**src/rtl/assert_macros.svh**
```systemverilog
// assertion macros used by the matcher rtl
`ifndef ASSERT_MACROS_SVH
`define ASSERT_MACROS_SVH
`ifndef ASSERT_OFF
`define ASSERT_CLK(lbl, prop, msg) \
  lbl: assert property (@(posedge clk_i) disable iff (!rst_ni) (prop)) else $error(msg);
`define ASSERT_NEXT(lbl, pre, post, msg) \
  lbl: assert property (@(posedge clk_i) disable iff (!rst_ni) (pre) |=> (post)) else $error(msg);
`else
`define ASSERT_CLK(lbl, prop, msg)
`define ASSERT_NEXT(lbl, pre, post, msg)
`endif
`endif

```
**src/rtl/ksm_ram.sv**
```systemverilog
// generic single write port ram with registered read
module ksm_ram #(
  parameter int unsigned Width = 8,
  parameter int unsigned Depth = 16
) (
  input  logic                     clk_i,
  input  logic                     we_i,
  input  logic [$clog2(Depth)-1:0] waddr_i,
  input  logic [Width-1:0]         wdata_i,
  input  logic                     re_i,
  input  logic [$clog2(Depth)-1:0] raddr_i,
  output logic [Width-1:0]         rdata_o
);
  logic [Width-1:0] mem [Depth];

  always_ff @(posedge clk_i) begin
    if (we_i) mem[waddr_i] <= wdata_i;
    if (re_i) rdata_o <= mem[raddr_i];
  end
endmodule

```
**config.mk**
```make
export PLATFORM = sky130hd
export DESIGN_NAME = ksm_ram
export DESIGN_NICKNAME = d
export VERILOG_FILES = /design/src/rtl/assert_macros.svh /design/src/rtl/ksm_ram.sv
export SDC_FILE = /design/constraint.sdc
export NUM_CORES = 1
export LEC_CHECK = 0
export ABC_AREA = 0
export BUFFER_PORTS_ARGS = -buffer_cell sky130_fd_sc_hd__buf_2
export CAP_MARGIN = 20
export CORE_ASPECT_RATIO = 1.2
export CORE_MARGIN = 8
export CORE_UTILIZATION = 35
export CTS_CLUSTER_DIAMETER = 80
export DETAILED_ROUTE_END_ITERATION = 16
export GPL_TIMING_DRIVEN = 0
export PLACE_DENSITY = 0.63
export SETUP_SLACK_MARGIN = 0.1
export SLEW_MARGIN = 0
export SYNTH_ARGS = -nofsm -noshare
export SYNTH_HDL_FRONTEND = slang
export SYNTH_SLANG_ARGS = --single-unit
```
**constraint.sdc**
```tcl
create_clock -name clk_i -period 1.7 [get_ports clk_i]
set_input_delay 0.085 -clock clk_i [delete_from_list [all_inputs] [get_ports clk_i]]
set_output_delay 0.085 -clock clk_i [all_outputs]
set_load 0.01 [all_outputs]
```
==> results of run 1 <==
per-layer routing:
metal | vias up | routed length, um
met1 | 1292 | 4270
li1 | 1076 | -
met5 | - | 0
met4 | 0 | 169
met3 | 11 | 675
met2 | 89 | 5320
kinds of logic (layout without fill, tap and decap cells):
kind of cell	Yosys count	count (layout)	share of synthesized area
multiplexers	32	32	0.148
flip-flops	136	136	0.781
AO/OA/AOI/OAI	16	16	0.0230
AND/OR/NAND/NOR	35	35	0.0314
buffers and inverters	10	70	0.0165
area by class of cell:
cell class	count	area, um^2
Buffer	10	86.3
Clock buffer	21	440
Clock inverter	9	36.3
Fill cell	1284	8640
Multi-Input combinational cell	83	1060
Sequential cell	136	4080
Tap cell	204	255
Timing Repair Buffer	30	165
placed cells by master (no fill, tap or decap), types with 2 or more instances in the layout:
cell	netlist	final
a22oi_1	16	14
clkbuf_1	0	4
a22oi_2	0	2
buf_6	3	3
nand2b_1	2	2
edfxtp_1	136	136
nand2_1	9	9
nand3b_1	2	2
mux4_2	18	19
clkinv_1	0	7
buf_4	1	5
nor2_1	13	13
mux4_1	14	13
clkdlybuf4s25_2	3	3
buf_2	3	28
nor3_1	4	4
clkinv_2	0	2
clkbuf_16	0	17
worst max-delay path, stage by stage, from the launching register on:
cell and delay, ps:
edfxtp_1 360, mux4_1 520, a22oi_1 300, nand2_1 130
power by group through the flow:
stage | clock [mW] | sequential (mW) | combinational, mW
finish | 3.01 | 3.80 | 0.374
global route | 3.20 | 3.80 | 0.401
CTS | 3.07 | 3.80 | 0.378
detailed placement | 0 | 3.87 | 0.373
global placement | 0 | 3.86 | 0.359
floorplan | 0 | 3.87 | 0.191
path summary, 6_finish.rpt:
check,from,end,slack [ps],cells after the start
min reg2reg,mem[12][1],rdata_o[1],770,3
min,wdata_i[6],mem[14][6],70,1
max reg2reg,mem[1][0],rdata_o[0],130,3
max,mem[1][0],rdata_o[0],130,3
per-stage QoR:
stage / util / setup slack, ps / power [mW] / TNS (ps) / instances
after floorplan: - / 122 / 4.06 / 0 / 229
after detailed placement: 0.382 / -177 / 4.24 / -2170 / 462
after CTS: 0.415 / 110 / 7.24 / 0 / 493
final: 0.415 / 131 / 7.18 / 0 / 493
after global placement: 0.380 / -454 / 4.22 / -8890 / 458
after global routing: 0.415 / 105 / 7.41 / 0 / 493
repair_timing:
item	4_1_cts	5_1_grt
setup endpoints to repair	1	1
pin swaps	0	0
hold buffers	1	0
gates cloned	0	0
endpoints found under the hold margin	8	0
buffers inserted	0	0
resized for setup	2	1
registers in the layout (all words and copies together), names as in the netlist:
signal	flops
mem	128
rdata_o	8
==> qor.csv, run 1 <==
metric;value;unit
wire_per_inst;21.2;um
nets;297;
swShare;0.202;
netlist_instances;229;
gp_congestion;0.790;
grt_pass1_wl;15.9;mm
boundaryPins;27;
grt_pass1_vias;2628;
cts_tree;done;
dr_total_vias;2468;
p_leak;2.01;nW
hold-worst-slack;74.7;ps
dieArea;19100;um^2
syn_nets;248;
cts_made_buffers;17;
endpoint_kind;register;
use_met3;0.0396;
use_met2;0.185;
combPwrFrac;0.052;
ys_seq_area_frac;0.781;
postSynthAreaPerCell;22.8;um^2
drive_above_1_share;0.277;
clkLatencyLatePin;420;ps
antenna_left;0;
fin_skew;5.16;ps
path_clk_slew;50;ps
ys_ff_latch;136;
clkSinkCount;136;
arrival;1720;ps
worst_pin_slew;813;ps
synth_top_area_cell;edfxtp_1;
grt_max_degree;17;
antenna_found_initial;0;
clock.fmax;0.637;GHz
drc;0;
seqPwrFrac;0.529;
place_hpwl;6.86;mm
yosysUniqueCellTypes;18;
routed_wirelength;10.4;mm
rsz0062_at_grt;no;
busiest_layer;met2;
setup_viol;0;
gr-total-overflow;0;
status;finished, final reports clean;
die_w;128;um
async_reset_ff_frac;0;
synth_most_common_cell;edfxtp_1;
clkPwrFrac;0.419;
ys_top_cells_by_area;edfxtp_1 (78%), mux4_2 (7.8%), mux4_1 (7.0%), a22oi_1 (2.3%), nor2_1 (0.93%);
worst_setup_path_start_kind;register;
drt-initial-drc-count;168;
numPortBuffers;25;
synth_top_area_share;0.781;
powerDensity;1170;nW/um^2
critPathMaxFanout;1;
cp.required;1850;ps
switchingPower;1.45;mW
final_max_slew_viol_count;0;
synth_edf_count;136;
max-slew-margin-rel;0.456;
post-route-cell-area;6130;um^2
drv_cap;0;
ys_warn_count;0;
synthesis.area;5230;um^2
synth_common_cells;edfxtp_1 (136), mux4_2 (18), a22oi_1 (16), mux4_1 (14), nor2_1 (13);
ir_worst_vdd;0.000726;V
hp-class;input port to register;
start_util;0.354;
cts.htree.levels;4;
cts-root-buf;clkbuf_16;
die_h;150;um
dr.pass1.iters;5;
area_growth_syn_to_layout;17.3;%
postPlaceCellArea;5640;um^2
vias_per_cell;5.01;
grt_use_met1;0.145;
internal_power;5.73;mW
ctsLongestPathBuffers;2;
n_antenna_cell;0;
rows;49;
synth_flop_cell;edfxtp_1;
finalCritPeriodShare;0.923;
fp.coreArea;14800;um^2
track_usage;0.119;
finalCriticalPeriod;1570;ps
hold_viol_final;0;
setup.worst_path.class;register to register;
Note: power is estimated with default switching activity, not from simulation.
==> run 2: changes to the inputs <==
Settings changed: CORE_ASPECT_RATIO 1.2 to 0.75.
==> run 2 against run 1 <==
Non-clock buffer count stayed put. Register-to-register slack better by 30 ps. Clock skew grew 2.8 ps. Die area increased by 0.13%. Core utilization is 1.0 points higher. Clock power up 12%. Final area increased by 0.92%. Combinational power about the same. Via count fell by 1.5%. Power is 4.9% higher. Final cell count is 0.81% lower. Critical path type unchanged. First-iteration DRC count up 50%. Highest routed layer unchanged.
==> qor.csv, run 2 (synthesis results as in run 1) <==
metric;value;unit;change
powerDensity;1220;nW/um^2;+4.0%
boundaryPins;27;;unchanged
post-route-util;0.425;;+0.0103
hold_viol_final;0;;unchanged
status;finished, final reports clean;;
critPathMaxFanout;1;;unchanged
endpoint_kind;register;;
clock.fmax;0.651;GHz;+2.1%
start_util;0.359;;+0.00551
ff2ff_path_depth;3;;unchanged
worst_pin_slew;879;ps;+65.9 ps
dr_total_vias;2432;;-1.5%
area_growth_syn_to_layout;18.4;%;
fin_skew;7.95;ps;+2.79 ps
n_antenna_cell;0;;unchanged
place_worst_setup_slack;-334;ps;-157 ps
dr.pass1.iters;5;;unchanged
fp.coreArea;14500;um^2;-1.5%
antenna_left;0;;unchanged
whs_path_depth;1;;unchanged
top_regs;mem (128), rdata_o (8);;
drive_above_1_share;0.294;;+0.0173
crit_start;mem[5][2];;
wire_per_inst;21.6;um;+2.0%
ctsLongestPathBuffers;2;;unchanged
clkSinkCount;136;;unchanged
place_hpwl;7.00;mm;+2.1%
grt_pass1_vias;2590;;-1.4%
nets;297;;unchanged
worstReg2RegStart;mem[5][2];;
arrival;1690;ps;-30 ps
setup.worst_path.class;register to register;;
fin_setup_tns;0;ps;unchanged
regToRegEndpoint;rdata_o[2];;
grt_max_degree;17;;unchanged
ir_worst_vdd;0.000784;V;+8.0%
finalCriticalPeriod;1540;ps;-32.9 ps
layout_common_cells;edfxtp_1 (136), buf_2 (30), mux4_2 (18), clkbuf_16 (17), a22oi_1 (15);;
worst_setup_path_start_kind;register;;
dieArea;19100;um^2;+0.13%
antenna_found_initial;0;;unchanged
drc;0;;unchanged
path_clk_slew;60;ps;about the same
numPortBuffers;25;;unchanged
gp_congestion;0.718;;-9.1%
die_h;122;um;-19%
clkLatencyLatePin;410;ps;about the same
p_leak;2.04;nW;+1.7%
cts_made_buffers;17;;unchanged
cts-root-buf;clkbuf_16;;
largest_reg_flops;128;;unchanged
cts_tree;done;;
cts.htree.levels;4;;unchanged
reg2reg_setup_slack;160;ps;+30 ps
post-route-cell-area;6190;um^2;+0.92%
finalCritPeriodShare;0.904;;-0.0193
rows;38;;-22%
postCtsSetupRepairBufs;0;;unchanged
rsz0062_at_grt;no;;
grt_pass1_wl;15.8;mm;-0.26%
routed_wirelength;10.6;mm;+1.2%
cp.required;1860;ps;about the same
vias_per_cell;4.97;;-0.65%
gr-total-overflow;0;;unchanged
largest_register;mem;;
setup_viol;0;;unchanged
drv_cap;0;;unchanged
drt-initial-drc-count;252;;+50%
mostFrequentLayoutCell;edfxtp_1;;
setup.worst_path.end;rdata_o[2];;
final_max_slew_viol_count;0;;unchanged
die_w;157;um;+23%
worst_slack;164;ps;+32.9 ps
track_usage;0.118;;-0.000394
hp-class;input port to register;;
postPlaceCellArea;5630;um^2;-0.18%
max-slew-margin-rel;0.412;;-0.0441
p_total;7.54;mW;+4.9%
run 2: changes by cell type in the layout (fill, tap and decap cells not counted), moves of 2 or more:
cell	previous run	this run
clkinv_2	2	4
clkinvlp_4	0	2
bufinv_16	0	2
buf_4	5	3
clkinv_1	7	5
clkbuf_1	4	0
buf_2	28	30
run 2: metal layers:
layer | GRT usage | wire (um)
met3 | 0.0432 | 822
met5 | 0 | 0
met1 | 0.166 | 4930
met4 | 0.0362 | 89
met2 | 0.169 | 4710
run 2: power by group:
group	switching, mW	internal (mW)	leakage (nW)
combinational	0.223	0.150	0.545
sequential	0.0155	3.78	1.24
clock	1.27	2.10	0.262
run 2: area by class of cell:
class	count	area, um^2
Tap cell	200	250
Timing Repair Buffer	30	160
Buffer	10	86.3
Sequential cell	136	4080
Clock buffer	17	425
Multi-Input combinational cell	83	1070
Fill cell	1293	8360
Clock inverter	13	114
run 2: worst min-delay path by stage:
stage	slack [ps]	from	end
2_1_floorplan	180	wdata_i[0]	mem[0][0]
3_3_place_gp	420	re_i	rdata_o[0]
3_5_place_dp	430	re_i	rdata_o[0]
4_1_cts	60	wdata_i[6]	mem[7][6]
5_1_grt	70	wdata_i[6]	mem[7][6]
6_report	70	wdata_i[1]	mem[15][1]
run 2: stage by stage:
stage | hold WS [ps] | std cells
after floorplan | 184 | 229
after global placement | 416 | 454
after detailed placement | 426 | 458
after CTS | 63.6 | 489
after global routing | 70.5 | 489
final | 71.6 | 489
run 2: what timing repair did:
item / in CTS / in global routing
resized for setup: 2 / 0
setup endpoints to repair: 4 / 0
endpoints found under the hold margin: 8 / 0
hold buffers: 1 / 0
run 2: worst max-delay path: stages (launching register included):
cell and delay [ps]:
edfxtp_1 360, mux4_1 590, a22oi_1 250, nand2_1 80
==> run 3: changes to the inputs <==
Settings changed: BUFFER_PORTS_ARGS -buffer_cell sky130_fd_sc_hd__buf_2 to -buffer_cell sky130_fd_sc_hd__buf_4.
==> run 3 against run 2 <==
Power grew 1.1%. Core utilization is 0.65 points higher. Register-to-register slack barely moved. Worst setup slack worse by 11 ps. Flip-flop and latch count stayed put. Worst hold slack worse by 60 ps. Maximum frequency fell by 0.70%. Highest routed layer unchanged. Largest cell class unchanged. Clock skew decreased by 1.9 ps. Via count rose by 2.3%. Combinational power is 7.5% higher. Largest power group unchanged.
==> qor.csv, run 3 (synthesis results as in run 1) <==
metric;value;unit;change
status;finished, final reports clean;;
boundaryPins;27;;unchanged
worst_slack;153;ps;-10.9 ps
path_clk_slew;60;ps;about the same
final.fill_count;1269;;-1.9%
place_hpwl;7.07;mm;+1.0%
vias_per_cell;5.04;;+1.3%
gp_congestion;0.714;;-0.65%
largest_register;mem;;
layout.cells.non_filler;494;;+1.0%
setup_viol;0;;unchanged
dr_total_vias;2489;;+2.3%
drive_above_1_share;0.293;;-0.00160
n_antenna_cell;0;;unchanged
rows;38;;unchanged
setup.worst_path.class;register to register;;
nets;300;;+1.0%
ctsLongestPathBuffers;2;;unchanged
critPathMaxFanout;1;;unchanged
cts-root-buf;clkbuf_16;;
place_worst_setup_slack;-145;ps;+189 ps
dieArea;19100;um^2;unchanged
slowest_stage;mux4_1;;
ir_worst_vdd;0.000701;V;-11%
cts_tree;done;;
die_w;157;um;unchanged
die_h;122;um;unchanged
p_leak;2.09;nW;+2.1%
clkSinkCount;136;;unchanged
area_growth_syn_to_layout;20.2;%;
whs_path_depth;1;;unchanged
final_max_slew_viol_count;0;;unchanged
worst_pin_slew;862;ps;-17.1 ps
track_usage;0.123;;+0.00531
numPortBuffers;25;;unchanged
finalCriticalPeriod;1550;ps;+10.9 ps
arrival;1690;ps;about the same
cts_made_buffers;17;;unchanged
fp.coreArea;14500;um^2;unchanged
worst_setup_path_start_kind;register;;
wire_per_inst;22.0;um;+1.8%
dr.pass1.iters;5;;unchanged
reg2reg_setup_slack;150;ps;about the same
drt-initial-drc-count;263;;+4.4%
layout_common_cells;edfxtp_1 (136), buf_4 (28), mux4_2 (18), clkbuf_16 (17), a22oi_1 (15);;
mostFrequentLayoutCell;edfxtp_1;;
gr-total-overflow;0;;unchanged
fin_skew;6.06;ps;-1.90 ps
cts.htree.levels;4;;unchanged
ff2ff_path_depth;3;;unchanged
max_stage_delay;600;ps;about the same
critPathBufInv;0;;unchanged
routed_wirelength;10.9;mm;+2.9%
antenna_found_initial;0;;unchanged
crit_cells;3;;unchanged
grt_pass1_wl;16.5;mm;+4.4%
clkLatencyLatePin;410;ps;about the same
antenna_left;0;;unchanged
clock.fmax;0.646;GHz;-0.70%
max-slew-margin-rel;0.423;;+0.0114
top_regs;mem (128), rdata_o (8);;
crit_chain;mux4_1 -> a22oi_2 -> nand2_1;;
drc;0;;unchanged
finalCritPeriodShare;0.910;;+0.00639
cp.required;1850;ps;about the same
powerDensity;1210;nW/um^2;-0.48%
endpoint_kind;register;;
rsz0062_at_grt;no;;
dp.cells;458;;unchanged
grt_max_degree;17;;unchanged
start_util;0.359;;unchanged
largest_reg_flops;128;;unchanged
grt_pass1_vias;2583;;-0.27%
drv_cap;0;;unchanged
hp-class;input port to register;;
post-route-util;0.432;;+0.00654
hold_viol_final;0;;unchanged
postCtsSetupRepairBufs;0;;unchanged
crit_family;multiplexers;;
==> run 3: layer usage <==
layer / up-vias / part of all wire / GRT usage
met5: - / 0 / 0
met4: 0 / 0.013 / 0.0463
met3: 14 / 0.082 / 0.0435
met2: 90 / 0.45 / 0.174
met1: 1296 / 0.46 / 0.173
li1: 1089 / - / -
==> run 3: timing repair <==
action,CTS,global route
endpoints found under the setup margin,1,1
hold buffers,4,0
gates resized for setup,1,0
hold endpoints to repair,56,0
pin swaps,0,1
==> run 3: report_power, final <==
| group | internal, mW | switching [mW] |
|---|---|---|
| registers | 3.78 | 0.0167 |
| clock network | 2.13 | 1.29 |
| logic | 0.174 | 0.227 |
| total | 6.08 | 1.53 |
==> run 3: worst reg2reg max path, stage by stage, from the launching register on <==
cell and delay, ps:
edfxtp_1 340, mux4_1 600, a22oi_2 210, nand2_1 130
==> run 3: worst paths after layout <==
check	from	end
min	wdata_i[0]	mem[10][0]
max	mem[5][0]	rdata_o[0]
min reg2reg	mem[8][4]	rdata_o[4]
max reg2reg	mem[5][0]	rdata_o[0]
==> run 3: cell type report <==
| cell class | count | area [um^2] | area share |
|---|---|---|---|
| multi-input cells | 83 | 1060 | 0.169 |
| clock inverters | 11 | 106 | 0.0169 |
| flip-flops and latches | 136 | 4080 | 0.650 |
| repair buffers | 33 | 253 | 0.0402 |
| plain buffers | 10 | 86.3 | 0.0137 |
| clock buffers | 21 | 440 | 0.0701 |
| well taps | 200 | 250 | 0.0398 |
==> run 3: per-stage QoR <==
stage,TNS [ps],power (mW),hold slack (ps),cell area [um^2]
after CTS,0,7.67,4.87,6280
after floorplan,0,4.06,184,5230
final,0,7.61,11.7,6280
after detailed placement,-3010,4.26,370,5690
after global placement,-9490,4.25,363,5670
after global routing,0,7.85,20.9,6280
